### config.mk
export PLATFORM = sky130hd
export DESIGN_NAME = digital_baseband_modulator
export DESIGN_NICKNAME = d
export VERILOG_FILES = /design/src/design/dbm_pkg.sv /design/src/design/dbm_ram.sv /design/src/design/digital_baseband_modulator.sv
export SDC_FILE = /design/constraint.sdc
export NUM_CORES = 1
export LEC_CHECK = 0
export ABC_AREA = 0
export CAP_MARGIN = 20
export CORE_MARGIN = 2
export CORE_UTILIZATION = 45
export DETAILED_ROUTE_END_ITERATION = 8
export DONT_BUFFER_PORTS = 1
export GPL_TIMING_DRIVEN = 0
export SYNTH_ARGS = -nofsm -noshare
export SYNTH_HDL_FRONTEND = slang
export SYNTH_SLANG_ARGS = --single-unit
### constraint.sdc
create_clock -name clock -period 12.37 [get_ports clock]
set_input_delay 1.237 -clock clock [delete_from_list [all_inputs] [get_ports clock]]
set_output_delay 1.237 -clock clock [all_outputs]
set_load 0.01 [all_outputs]
### src/design/dbm_pkg.sv
// ----------------------------------------------------------------------------
// dbm_pkg: shared types and constants for the baseband modulator
// word formats, mode and modulation codes, csr indexes and reset values
// ----------------------------------------------------------------------------
package dbm_pkg;

   // sample format is signed q1.15
   localparam int SAMPLE_WIDTH = 16;
   localparam int AMP_WIDTH    = 15;

   // request word field widths
   localparam int MODE_WIDTH = 2;
   localparam int ADDR_WIDTH = 8;

   // request modes
   localparam logic [MODE_WIDTH-1:0] MODE_TICK    = 2'd0;
   localparam logic [MODE_WIDTH-1:0] MODE_WRITE   = 2'd1;
   localparam logic [MODE_WIDTH-1:0] MODE_RESTART = 2'd2;

   // modulation types
   localparam logic [1:0] MOD_OOK  = 2'd0;
   localparam logic [1:0] MOD_ASK  = 2'd1;
   localparam logic [1:0] MOD_BPSK = 2'd2;
   localparam logic [1:0] MOD_QPSK = 2'd3;

   // csr port
   localparam int CSR_INDEX_WIDTH = 3;
   localparam int CSR_DATA_WIDTH  = 16;

   localparam logic [CSR_INDEX_WIDTH-1:0] CSR_MOD_TYPE     = 3'd0;
   localparam logic [CSR_INDEX_WIDTH-1:0] CSR_AMPLITUDE    = 3'd1;
   localparam logic [CSR_INDEX_WIDTH-1:0] CSR_SAMPLES_BIT  = 3'd2;
   localparam logic [CSR_INDEX_WIDTH-1:0] CSR_BIT_COUNT    = 3'd3;
   localparam logic [CSR_INDEX_WIDTH-1:0] CSR_FRAME_LENGTH = 3'd4;

   // csr reset values
   localparam logic [1:0]           RST_MOD_TYPE     = MOD_OOK;
   localparam logic [AMP_WIDTH-1:0] RST_AMPLITUDE    = 15'd16384;
   localparam logic [15:0]          RST_SAMPLES_BIT  = 16'd8;
   localparam logic [8:0]           RST_BIT_COUNT    = 9'd8;
   localparam logic [15:0]          RST_FRAME_LENGTH = 16'd64;

   typedef struct packed {
      logic [MODE_WIDTH-1:0] mode;
      logic [ADDR_WIDTH-1:0] bit_address;
      logic                  bit_value;
   } req_type;

   typedef struct packed {
      logic signed [SAMPLE_WIDTH-1:0] in_phase;
      logic signed [SAMPLE_WIDTH-1:0] quadrature;
   } rsp_type;

endpackage

### src/design/dbm_ram.sv
// ----------------------------------------------------------------------------
// dbm_ram: generic single-write, single-read memory
// one write port, one read port with registered read data and read enable
// ----------------------------------------------------------------------------
module dbm_ram #(
   parameter int WIDTH = 1,
   parameter int DEPTH = 128,
   parameter int AW    = (DEPTH > 1) ? $clog2(DEPTH) : 1
) (
   input  logic             clock,
   input  logic             wr_en,
   input  logic [AW-1:0]    wr_addr,
   input  logic [WIDTH-1:0] wr_data,
   input  logic             rd_en,
   input  logic [AW-1:0]    rd_addr,
   output logic [WIDTH-1:0] rd_data
);

   logic [WIDTH-1:0] mem_ff [DEPTH];
   logic [WIDTH-1:0] rd_data_ff;

   always_ff @(posedge clock) begin
      if (wr_en) begin
         mem_ff[wr_addr] <= wr_data;
      end
      if (rd_en) begin
         rd_data_ff <= mem_ff[rd_addr];
      end
   end

   assign rd_data = rd_data_ff;

endmodule

### src/design/digital_baseband_modulator.sv
// ----------------------------------------------------------------------------
// digital_baseband_modulator: ook / ask / bpsk / qpsk i/q sample source
// frame bit store plus sample, bit and position counters; one sample per tick
// ----------------------------------------------------------------------------
// A frame of up to MAX_BITS bits is loaded one bit per request word (mode
// write); a tick request returns one signed q1.15 i/q sample for the current
// sample position and then advances the counters, and a restart request sets
// the position back to the start of the frame. Each bit is held for
// samples_per_bit samples, the bit index stops at bit_count-1, and the
// position wraps to zero after frame_length samples. The block takes one
// request word every clock with no bubbles: a tick's sample passes through
// the registered read of the bit store and then the result register on its
// way to the rsp port. Backpressure on rsp stalls req only when both
// stages are full. The bit store is split into an even bank and an odd bank
// so that the qpsk bit pair comes out of one read. Bits never written read
// as unknown, so load every bit of the frame before ticking. The user must
// write registers through the csr port only while no request is in flight;
// the block itself does not enforce it. csr_ready is always high.
// ----------------------------------------------------------------------------
module digital_baseband_modulator
   import dbm_pkg::*;
#(
   parameter int MAX_BITS = 256
) (
   input  logic                       clock,
   input  logic                       reset,
   // request words
   input  logic                       req_valid,
   output logic                       req_ready,
   input  req_type                    req_data,
   // sample words
   output logic                       rsp_valid,
   input  logic                       rsp_ready,
   output rsp_type                    rsp_data,
   // register writes
   input  logic                       csr_valid,
   output logic                       csr_ready,
   input  logic [CSR_INDEX_WIDTH-1:0] csr_index,
   input  logic [CSR_DATA_WIDTH-1:0]  csr_data
);

   // bit index width, bank depth and bank address width
   localparam int BPW  = (MAX_BITS > 2) ? $clog2(MAX_BITS) : 1;
   localparam int ROWS = (MAX_BITS + 1) / 2;
   localparam int RW   = (ROWS > 1) ? $clog2(ROWS) : 1;

   // ------------------------------------------------------------------
   // configuration registers
   // ------------------------------------------------------------------
   logic [1:0]           mod_type_ff;
   logic [AMP_WIDTH-1:0] amplitude_ff;
   logic [15:0]          samples_bit_ff;
   logic [8:0]           bit_count_ff;
   logic [15:0]          frame_length_ff;

   assign csr_ready = 1'b1;

   always_ff @(posedge clock) begin
      if (reset) begin
         mod_type_ff     <= RST_MOD_TYPE;
         amplitude_ff    <= RST_AMPLITUDE;
         samples_bit_ff  <= RST_SAMPLES_BIT;
         bit_count_ff    <= RST_BIT_COUNT;
         frame_length_ff <= RST_FRAME_LENGTH;
      end else if (csr_valid && csr_ready) begin
         case (csr_index)
            CSR_MOD_TYPE:     mod_type_ff     <= csr_data[1:0];
            CSR_AMPLITUDE:    amplitude_ff    <= csr_data[AMP_WIDTH-1:0];
            CSR_SAMPLES_BIT:  samples_bit_ff  <= csr_data;
            CSR_BIT_COUNT:    bit_count_ff    <= csr_data[8:0];
            CSR_FRAME_LENGTH: frame_length_ff <= csr_data;
            default: begin
               // unmapped index, write dropped
            end
         endcase
      end
   end

   // ------------------------------------------------------------------
   // request handshake and pipeline control
   // ------------------------------------------------------------------
   logic s1_valid_ff, s1_valid_in;
   logic rsp_valid_ff, rsp_valid_in;
   logic out_free;
   logic req_accept;
   logic tick_accept;
   logic write_accept;
   logic restart_accept;

   // result register frees up when empty or being drained
   assign out_free       = !rsp_valid_ff || rsp_ready;
   assign req_ready      = !s1_valid_ff || out_free;
   assign req_accept     = req_valid && req_ready;
   assign tick_accept    = req_accept && (req_data.mode == MODE_TICK);
   assign write_accept   = req_accept && (req_data.mode == MODE_WRITE);
   assign restart_accept = req_accept && (req_data.mode == MODE_RESTART);

   // ------------------------------------------------------------------
   // sample / bit / position counters
   // ------------------------------------------------------------------
   logic [15:0]    sample_pos_ff, sample_pos_in;
   logic [15:0]    sample_bit_ff, sample_bit_in;
   logic [BPW-1:0] bit_pos_ff, bit_pos_in;

   always_comb begin
      sample_pos_in = sample_pos_ff;
      sample_bit_in = sample_bit_ff;
      bit_pos_in    = bit_pos_ff;
      if (restart_accept) begin
         sample_pos_in = '0;
         sample_bit_in = '0;
         bit_pos_in    = '0;
      end else if (tick_accept) begin
         // frame wrap, a zero length behaves as one
         if (({1'b0, sample_pos_ff} + 17'd1) >= {1'b0, frame_length_ff}) begin
            sample_pos_in = '0;
            sample_bit_in = '0;
            bit_pos_in    = '0;
         end else begin
            sample_pos_in = sample_pos_ff + 16'd1;
            if (({1'b0, sample_bit_ff} + 17'd1) >= {1'b0, samples_bit_ff}) begin
               sample_bit_in = '0;
               if ((32'(bit_pos_ff) + 32'd1) < 32'(MAX_BITS)) begin
                  bit_pos_in = bit_pos_ff + BPW'(1);
               end
            end else begin
               sample_bit_in = sample_bit_ff + 16'd1;
            end
         end
      end
   end

   always_ff @(posedge clock) begin
      if (reset) begin
         sample_pos_ff <= '0;
         sample_bit_ff <= '0;
         bit_pos_ff    <= '0;
      end else begin
         sample_pos_ff <= sample_pos_in;
         sample_bit_ff <= sample_bit_in;
         bit_pos_ff    <= bit_pos_in;
      end
   end

   // ------------------------------------------------------------------
   // bit index: counter capped at the last frame bit
   // ------------------------------------------------------------------
   logic [BPW-1:0] last_bit;
   logic [BPW-1:0] bit_idx;
   logic [BPW-1:0] odd_idx;
   logic           odd_in_frame;

   always_comb begin
      // bit_count clamped to 1..MAX_BITS, kept as count minus one
      if (bit_count_ff == 9'd0) begin
         last_bit = '0;
      end else if (32'(bit_count_ff) >= 32'(MAX_BITS)) begin
         last_bit = BPW'(MAX_BITS - 1);
      end else begin
         last_bit = BPW'(bit_count_ff - 9'd1);
      end
   end

   assign bit_idx      = (bit_pos_ff < last_bit) ? bit_pos_ff : last_bit;
   // qpsk partner bit beyond the frame reads as zero
   assign odd_idx      = bit_idx | BPW'(1);
   assign odd_in_frame = (odd_idx <= last_bit);

   // ------------------------------------------------------------------
   // bit store: even and odd banks share a row address
   // ------------------------------------------------------------------
   logic          store_wr_en;
   logic [RW-1:0] store_wr_row;
   logic [RW-1:0] store_rd_row;
   logic          even_bit;
   logic          odd_bit;

   // addresses past the store are dropped
   assign store_wr_en  = write_accept && (32'(req_data.bit_address) < 32'(MAX_BITS));
   assign store_wr_row = RW'(req_data.bit_address >> 1);
   assign store_rd_row = RW'(bit_idx >> 1);

   dbm_ram #(
      .WIDTH (1),
      .DEPTH (ROWS),
      .AW    (RW)
   ) u_even_bank (
      .clock   (clock),
      .wr_en   (store_wr_en && !req_data.bit_address[0]),
      .wr_addr (store_wr_row),
      .wr_data (req_data.bit_value),
      .rd_en   (tick_accept),
      .rd_addr (store_rd_row),
      .rd_data (even_bit)
   );

   dbm_ram #(
      .WIDTH (1),
      .DEPTH (ROWS),
      .AW    (RW)
   ) u_odd_bank (
      .clock   (clock),
      .wr_en   (store_wr_en && req_data.bit_address[0]),
      .wr_addr (store_wr_row),
      .wr_data (req_data.bit_value),
      .rd_en   (tick_accept),
      .rd_addr (store_rd_row),
      .rd_data (odd_bit)
   );

   // ------------------------------------------------------------------
   // stage 1: tick context alongside the store read
   // ------------------------------------------------------------------
   logic [1:0]           s1_mod_ff;
   logic [AMP_WIDTH-1:0] s1_amp_ff;
   logic                 s1_sel_odd_ff;
   logic                 s1_odd_ok_ff;

   always_comb begin
      s1_valid_in = s1_valid_ff;
      if (tick_accept) begin
         s1_valid_in = 1'b1;
      end else if (out_free) begin
         s1_valid_in = 1'b0;
      end
   end

   // amplitude is 15 bits, so it never exceeds the 16-bit sample maximum
   always_ff @(posedge clock) begin
      if (tick_accept) begin
         s1_mod_ff     <= mod_type_ff;
         s1_amp_ff     <= amplitude_ff;
         s1_sel_odd_ff <= bit_idx[0];
         s1_odd_ok_ff  <= odd_in_frame;
      end
   end

   // ------------------------------------------------------------------
   // stage 2: symbol mapping into the result register
   // ------------------------------------------------------------------
   logic signed [SAMPLE_WIDTH-1:0] amp_pos;
   logic signed [SAMPLE_WIDTH-1:0] amp_neg;
   logic signed [SAMPLE_WIDTH-1:0] amp_half;
   logic                           sym_bit;
   logic                           q_bit;
   rsp_type                        rsp_data_ff, rsp_data_in;

   assign amp_pos  = {1'b0, s1_amp_ff};
   assign amp_neg  = -amp_pos;
   assign amp_half = amp_pos >>> 1;
   assign sym_bit  = s1_sel_odd_ff ? odd_bit : even_bit;
   assign q_bit    = s1_odd_ok_ff && odd_bit;

   always_comb begin
      rsp_data_in.quadrature = '0;
      case (s1_mod_ff)
         MOD_OOK:  rsp_data_in.in_phase = sym_bit ? amp_pos : '0;
         MOD_ASK:  rsp_data_in.in_phase = sym_bit ? amp_pos : amp_half;
         MOD_BPSK: rsp_data_in.in_phase = sym_bit ? amp_pos : amp_neg;
         MOD_QPSK: begin
            rsp_data_in.in_phase   = even_bit ? amp_pos : amp_neg;
            rsp_data_in.quadrature = q_bit ? amp_neg : amp_pos;
         end
         default: rsp_data_in.in_phase = '0;
      endcase
   end

   always_comb begin
      rsp_valid_in = rsp_valid_ff;
      if (out_free) begin
         rsp_valid_in = s1_valid_ff;
      end
   end

   always_ff @(posedge clock) begin
      if (s1_valid_ff && out_free) begin
         rsp_data_ff <= rsp_data_in;
      end
   end

   always_ff @(posedge clock) begin
      if (reset) begin
         s1_valid_ff  <= 1'b0;
         rsp_valid_ff <= 1'b0;
      end else begin
         s1_valid_ff  <= s1_valid_in;
         rsp_valid_ff <= rsp_valid_in;
      end
   end

   assign rsp_valid = rsp_valid_ff;
   assign rsp_data  = rsp_data_ff;

`ifndef SYNTHESIS
   // every accepted tick lands in the read stage
   a_tick_enters: assert property (@(posedge clock) disable iff (reset)
      tick_accept |=> s1_valid_ff)
      else $error("accepted tick did not enter read stage");

   // writes and restarts never create a sample
   a_no_phantom: assert property (@(posedge clock) disable iff (reset)
      (req_accept && (req_data.mode != MODE_TICK) && !s1_valid_ff) |=> !s1_valid_ff)
      else $error("non-tick request produced a sample");

   // restart clears every counter
   a_restart_clears: assert property (@(posedge clock) disable iff (reset)
      restart_accept |=> (sample_pos_ff == 16'd0) && (sample_bit_ff == 16'd0)
                         && (bit_pos_ff == '0))
      else $error("restart left counters nonzero");

   // bit counter stays inside the store
   a_bit_pos_range: assert property (@(posedge clock) disable iff (reset)
      32'(bit_pos_ff) < 32'(MAX_BITS))
      else $error("bit position beyond store");

   // a stalled sample is not overwritten by the read stage
   a_stall_keeps: assert property (@(posedge clock) disable iff (reset)
      (rsp_valid_ff && !rsp_ready && s1_valid_ff) |=> s1_valid_ff && rsp_valid_ff)
      else $error("pipeline dropped a sample under stall");
`endif

endmodule
==> results.md <==
- PD cells: 135 mW/mm^2
- Hold WC Path Type: flop to flop
- RSZ-0062 raised after global routing: no
- Reg2Reg Setup Slack: 5.83 ns
- CTS tree: built
- # port buffers: 0
- Synth top area share: 47.2%
- Clk Latency, worst-skew pair: 0.59 ns
- Post-route ant nets: 0
- 1st-pass router iterations: 5
- Clock Path Buffers: 3
- FF-to-FF Start: bit_count_ff[0]
- Total negative setup slack: 0 ns
- Outcome: complete, no violations
- Critical path's most frequent cell: clkbuf_1
- CTS H-Tree Depth: 2
- Final hold viol count: 0
- Antenna Cells: 0
- Async SR Flop Fraction: 0%
- Fin. max-slew vios: 0
- Setup Skew: 0.0259 ns
- Antenna violations before repair: 0
- Post-CTS Hold Buffers: 0
- Via count: 15077
- Syn Area/Cell: 9.86 sq um
- Die X-Extent: 213 um
- HPWL after DPL: 38.7 mm
- Worst-path cell chain: inv_1, ha_1, nor4b_4, nand2b_1, a211oi_1, ha_1, and4_1, nand3_1, o311ai_4, mux2i_1, clkbuf_1, clkbuf_1, clkbuf_1, nand2_1, a311oi_1, a31oi_1, o21ai_1, nand3_1, o22ai_1
- GR Overflow Total: 0
- Reg2Reg Depth: 19
- Hold slack: 0.425 ns
- # setup viols final: 0
- Crit path max fanout: 10
- Synth top cells by count: nand2_1, nor2_1, edfxtp_1
- CP delay by family, top: compound AO/OA/AOI/OAI gates
- Worst slew margin: 19.7%
- Final worst-path cycle share: 52.8%
- Clock root cell: clkbuf_16
- Residual DRC: 0
- Synth Warn #: 0
- CP bufs+invs: 4
- Area of the core: 0.0431 sq mm
- Tmin final: 6.54 ns
- Min-delay src: amplitude_ff[10]
- Max VDD drop: 0.102 mV
- I/O pin cnt: 70
- Crit path DAT: 6.88 ns
- Post-synth top flop: edfxtp_1
- Synthesized instance count: 1992
- Largest area contributor in the netlist: edfxtp_1
- Die ar.: 0.0453 sq mm
- Crit path largest cell delay: 0.76 ns
- Synth Cell Area: 0.0196 sq mm
- Clk slew on worst S/H paths: 0.06 ns
- Syn Nets: 2078
- Layout cells sized above 1: 5.53%
- Placer Congestion: 0.912
- Rows: 76
- Post-synthesis sequential area ratio: 57.4%
- Global-route usage over all layers: 25.1%
- Starting Density: 45.6%
- Critical path's slowest cell: clkbuf_1
- Wire per inst: 21.0 um
- Worst R2R End: u_odd_bank.rd_data
- DR iter-0 viols: 1591
- Global-route wire length before repair: 85.4 mm
- CTS Buf Count: 46
- Die Ht: 213 um
- CP endpoint kind: flop
- Core Util, Final: 50.9%
- Vias in the first global route: 14577
- Critical path class: flop to flop
- Post-synth cell types: 66
- Top cells by area, synth: edfxtp_1, dfxtp_1, nand2_1
- Crit path required time: 12.71 ns
- #FFs+latches synth: 409
- CTS Sinks: 409
- Setup bufs post-CTS: 0
- Top-count cell post-synth: nand2_1
- Area delta synth->final: 11.7%
- Worst Tran Pin Value: 1.19 ns
- Layout fillers: 3991
- CP startpoint kind: flop
- Vias per cell: 5.66
- Post-cts repair resize count: 0
- Worst Hold Depth: 0
- Post-synth EDFFs: 309
- Largest net degree at the start of global routing: 257
- Fmax: 0.153 GHz
- Hold worst-path end: s1_amp_ff[10]
- Nets: 2129
- Final wirelength: 56.0 mm
- Max-Cap Viols: 0
- Leak Pwr: 7.73 nW
worst reg2reg max path, stage by stage (launching register included):
cell,delay (ns)
dfxtp_1,0.37
inv_1,0.11
ha_1,0.22
nor4b_4,0.44
nand2b_1,0.10
a211oi_1,0.53
ha_1,0.23
and4_1,0.22
nand3_1,0.12
o311ai_4,0.50
mux2i_1,0.31
clkbuf_1,0.48
clkbuf_1,0.76
clkbuf_1,0.59
nand2_1,0.13
a311oi_1,0.43
a31oi_1,0.11
o21ai_1,0.19
nand3_1,0.10
o22ai_1,0.37
flip-flops by register name, summed over array words and instances, names as in the netlist, 2 cells and up:
signal and count:
u_even_bank.mem_ff 128, s1_mod_ff 2, mod_type_ff 2, sample_bit_ff 16, amplitude_ff 15, bit_count_ff 9, bit_pos_ff 8, s1_amp_ff 15
frame_length_ff 16, u_odd_bank.mem_ff 128, rsp_data 32, sample_pos_ff 16, samples_bit_ff 16
cell type report:
cell class | instances | area [sq um] | share of cell area (%)
Inverter | 50 | 188 | 0.856
Buffer | 120 | 505 | 2.30
Sequential cell | 409 | 11300 | 51.4
Tap cell | 585 | 732 | 3.34
Timing Repair Buffer | 3 | 26.3 | 0.120
Multi-Input combinational cell | 1413 | 7680 | 35.0
Clock buffer | 58 | 1220 | 5.54
Clock inverter | 27 | 307 | 1.40
cell usage in the layout (no fill, tap or decap), drive strengths merged, types with 28 or more instances in the layout:
cell type,synthesis,routed
nand3,67,67
nand2,388,388
ha,51,51
edfxtp,309,309
clkbuf,98,156
mux2i,30,30
dfxtp,100,100
nor2,328,328
a21oi,162,162
and3,28,28
inv,50,53
o21ai,47,47
how the worst max path moves through the flow:
| stage | start | to | slack [ns] | cells after the start |
|---|---|---|---|---|
| finish | bit_count_ff[0] | u_odd_bank.rd_data | 5.83 | 19 |
| global route | bit_count_ff[0] | u_odd_bank.rd_data | 5.61 | 19 |
| CTS | bit_count_ff[0] | u_odd_bank.rd_data | 5.92 | 19 |
| detailed placement | bit_count_ff[0] | u_odd_bank.rd_data | 5.95 | 19 |
| global placement | bit_count_ff[0] | u_odd_bank.rd_data | 5.98 | 19 |
| floorplan | bit_count_ff[0] | s1_odd_ok_ff | 7.85 | 24 |
cell families after synthesis:
logic type                 synth area share, %
adders and majority gates                 3.25
DFF                                       57.4
buffers and inverters                     3.52
xor gates and xnor gates                  2.05
muxes                                     2.87
AOI/OAI and AO/OA                         10.2
and+or+nand+nor                           20.7
other                                   0.0191
per-layer routing:
metal  GRT usage [%]  wire length [um]
met1            31.6             22500
met5               0                 0
met2            43.4             27500
met4            8.32              1530
met3            4.90              4420
stage by stage:
stage                     total power (W)  area (sq um)  cells  setup WS, ns
after floorplan                   0.00158         19600   1992          7.85
final                             0.00296         21900   2665          5.83
after global placement            0.00160         20400   2577          5.98
after global routing              0.00304         21900   2665          5.61
after CTS                         0.00298         21900   2665          5.92
after detailed placement          0.00160         20400   2580          5.95
report_power, final:
part | internal, W | leakage (nW) | switching (W) | total, W
clock | 0.000824 | 0.743 | 0.000566 | 0.00139
combinational | 0.0000249 | 3.40 | 0.0000578 | 0.0000827
sequential | 0.00148 | 3.59 | 0.00000675 | 0.00149
(Power assumes the default switching activity.)
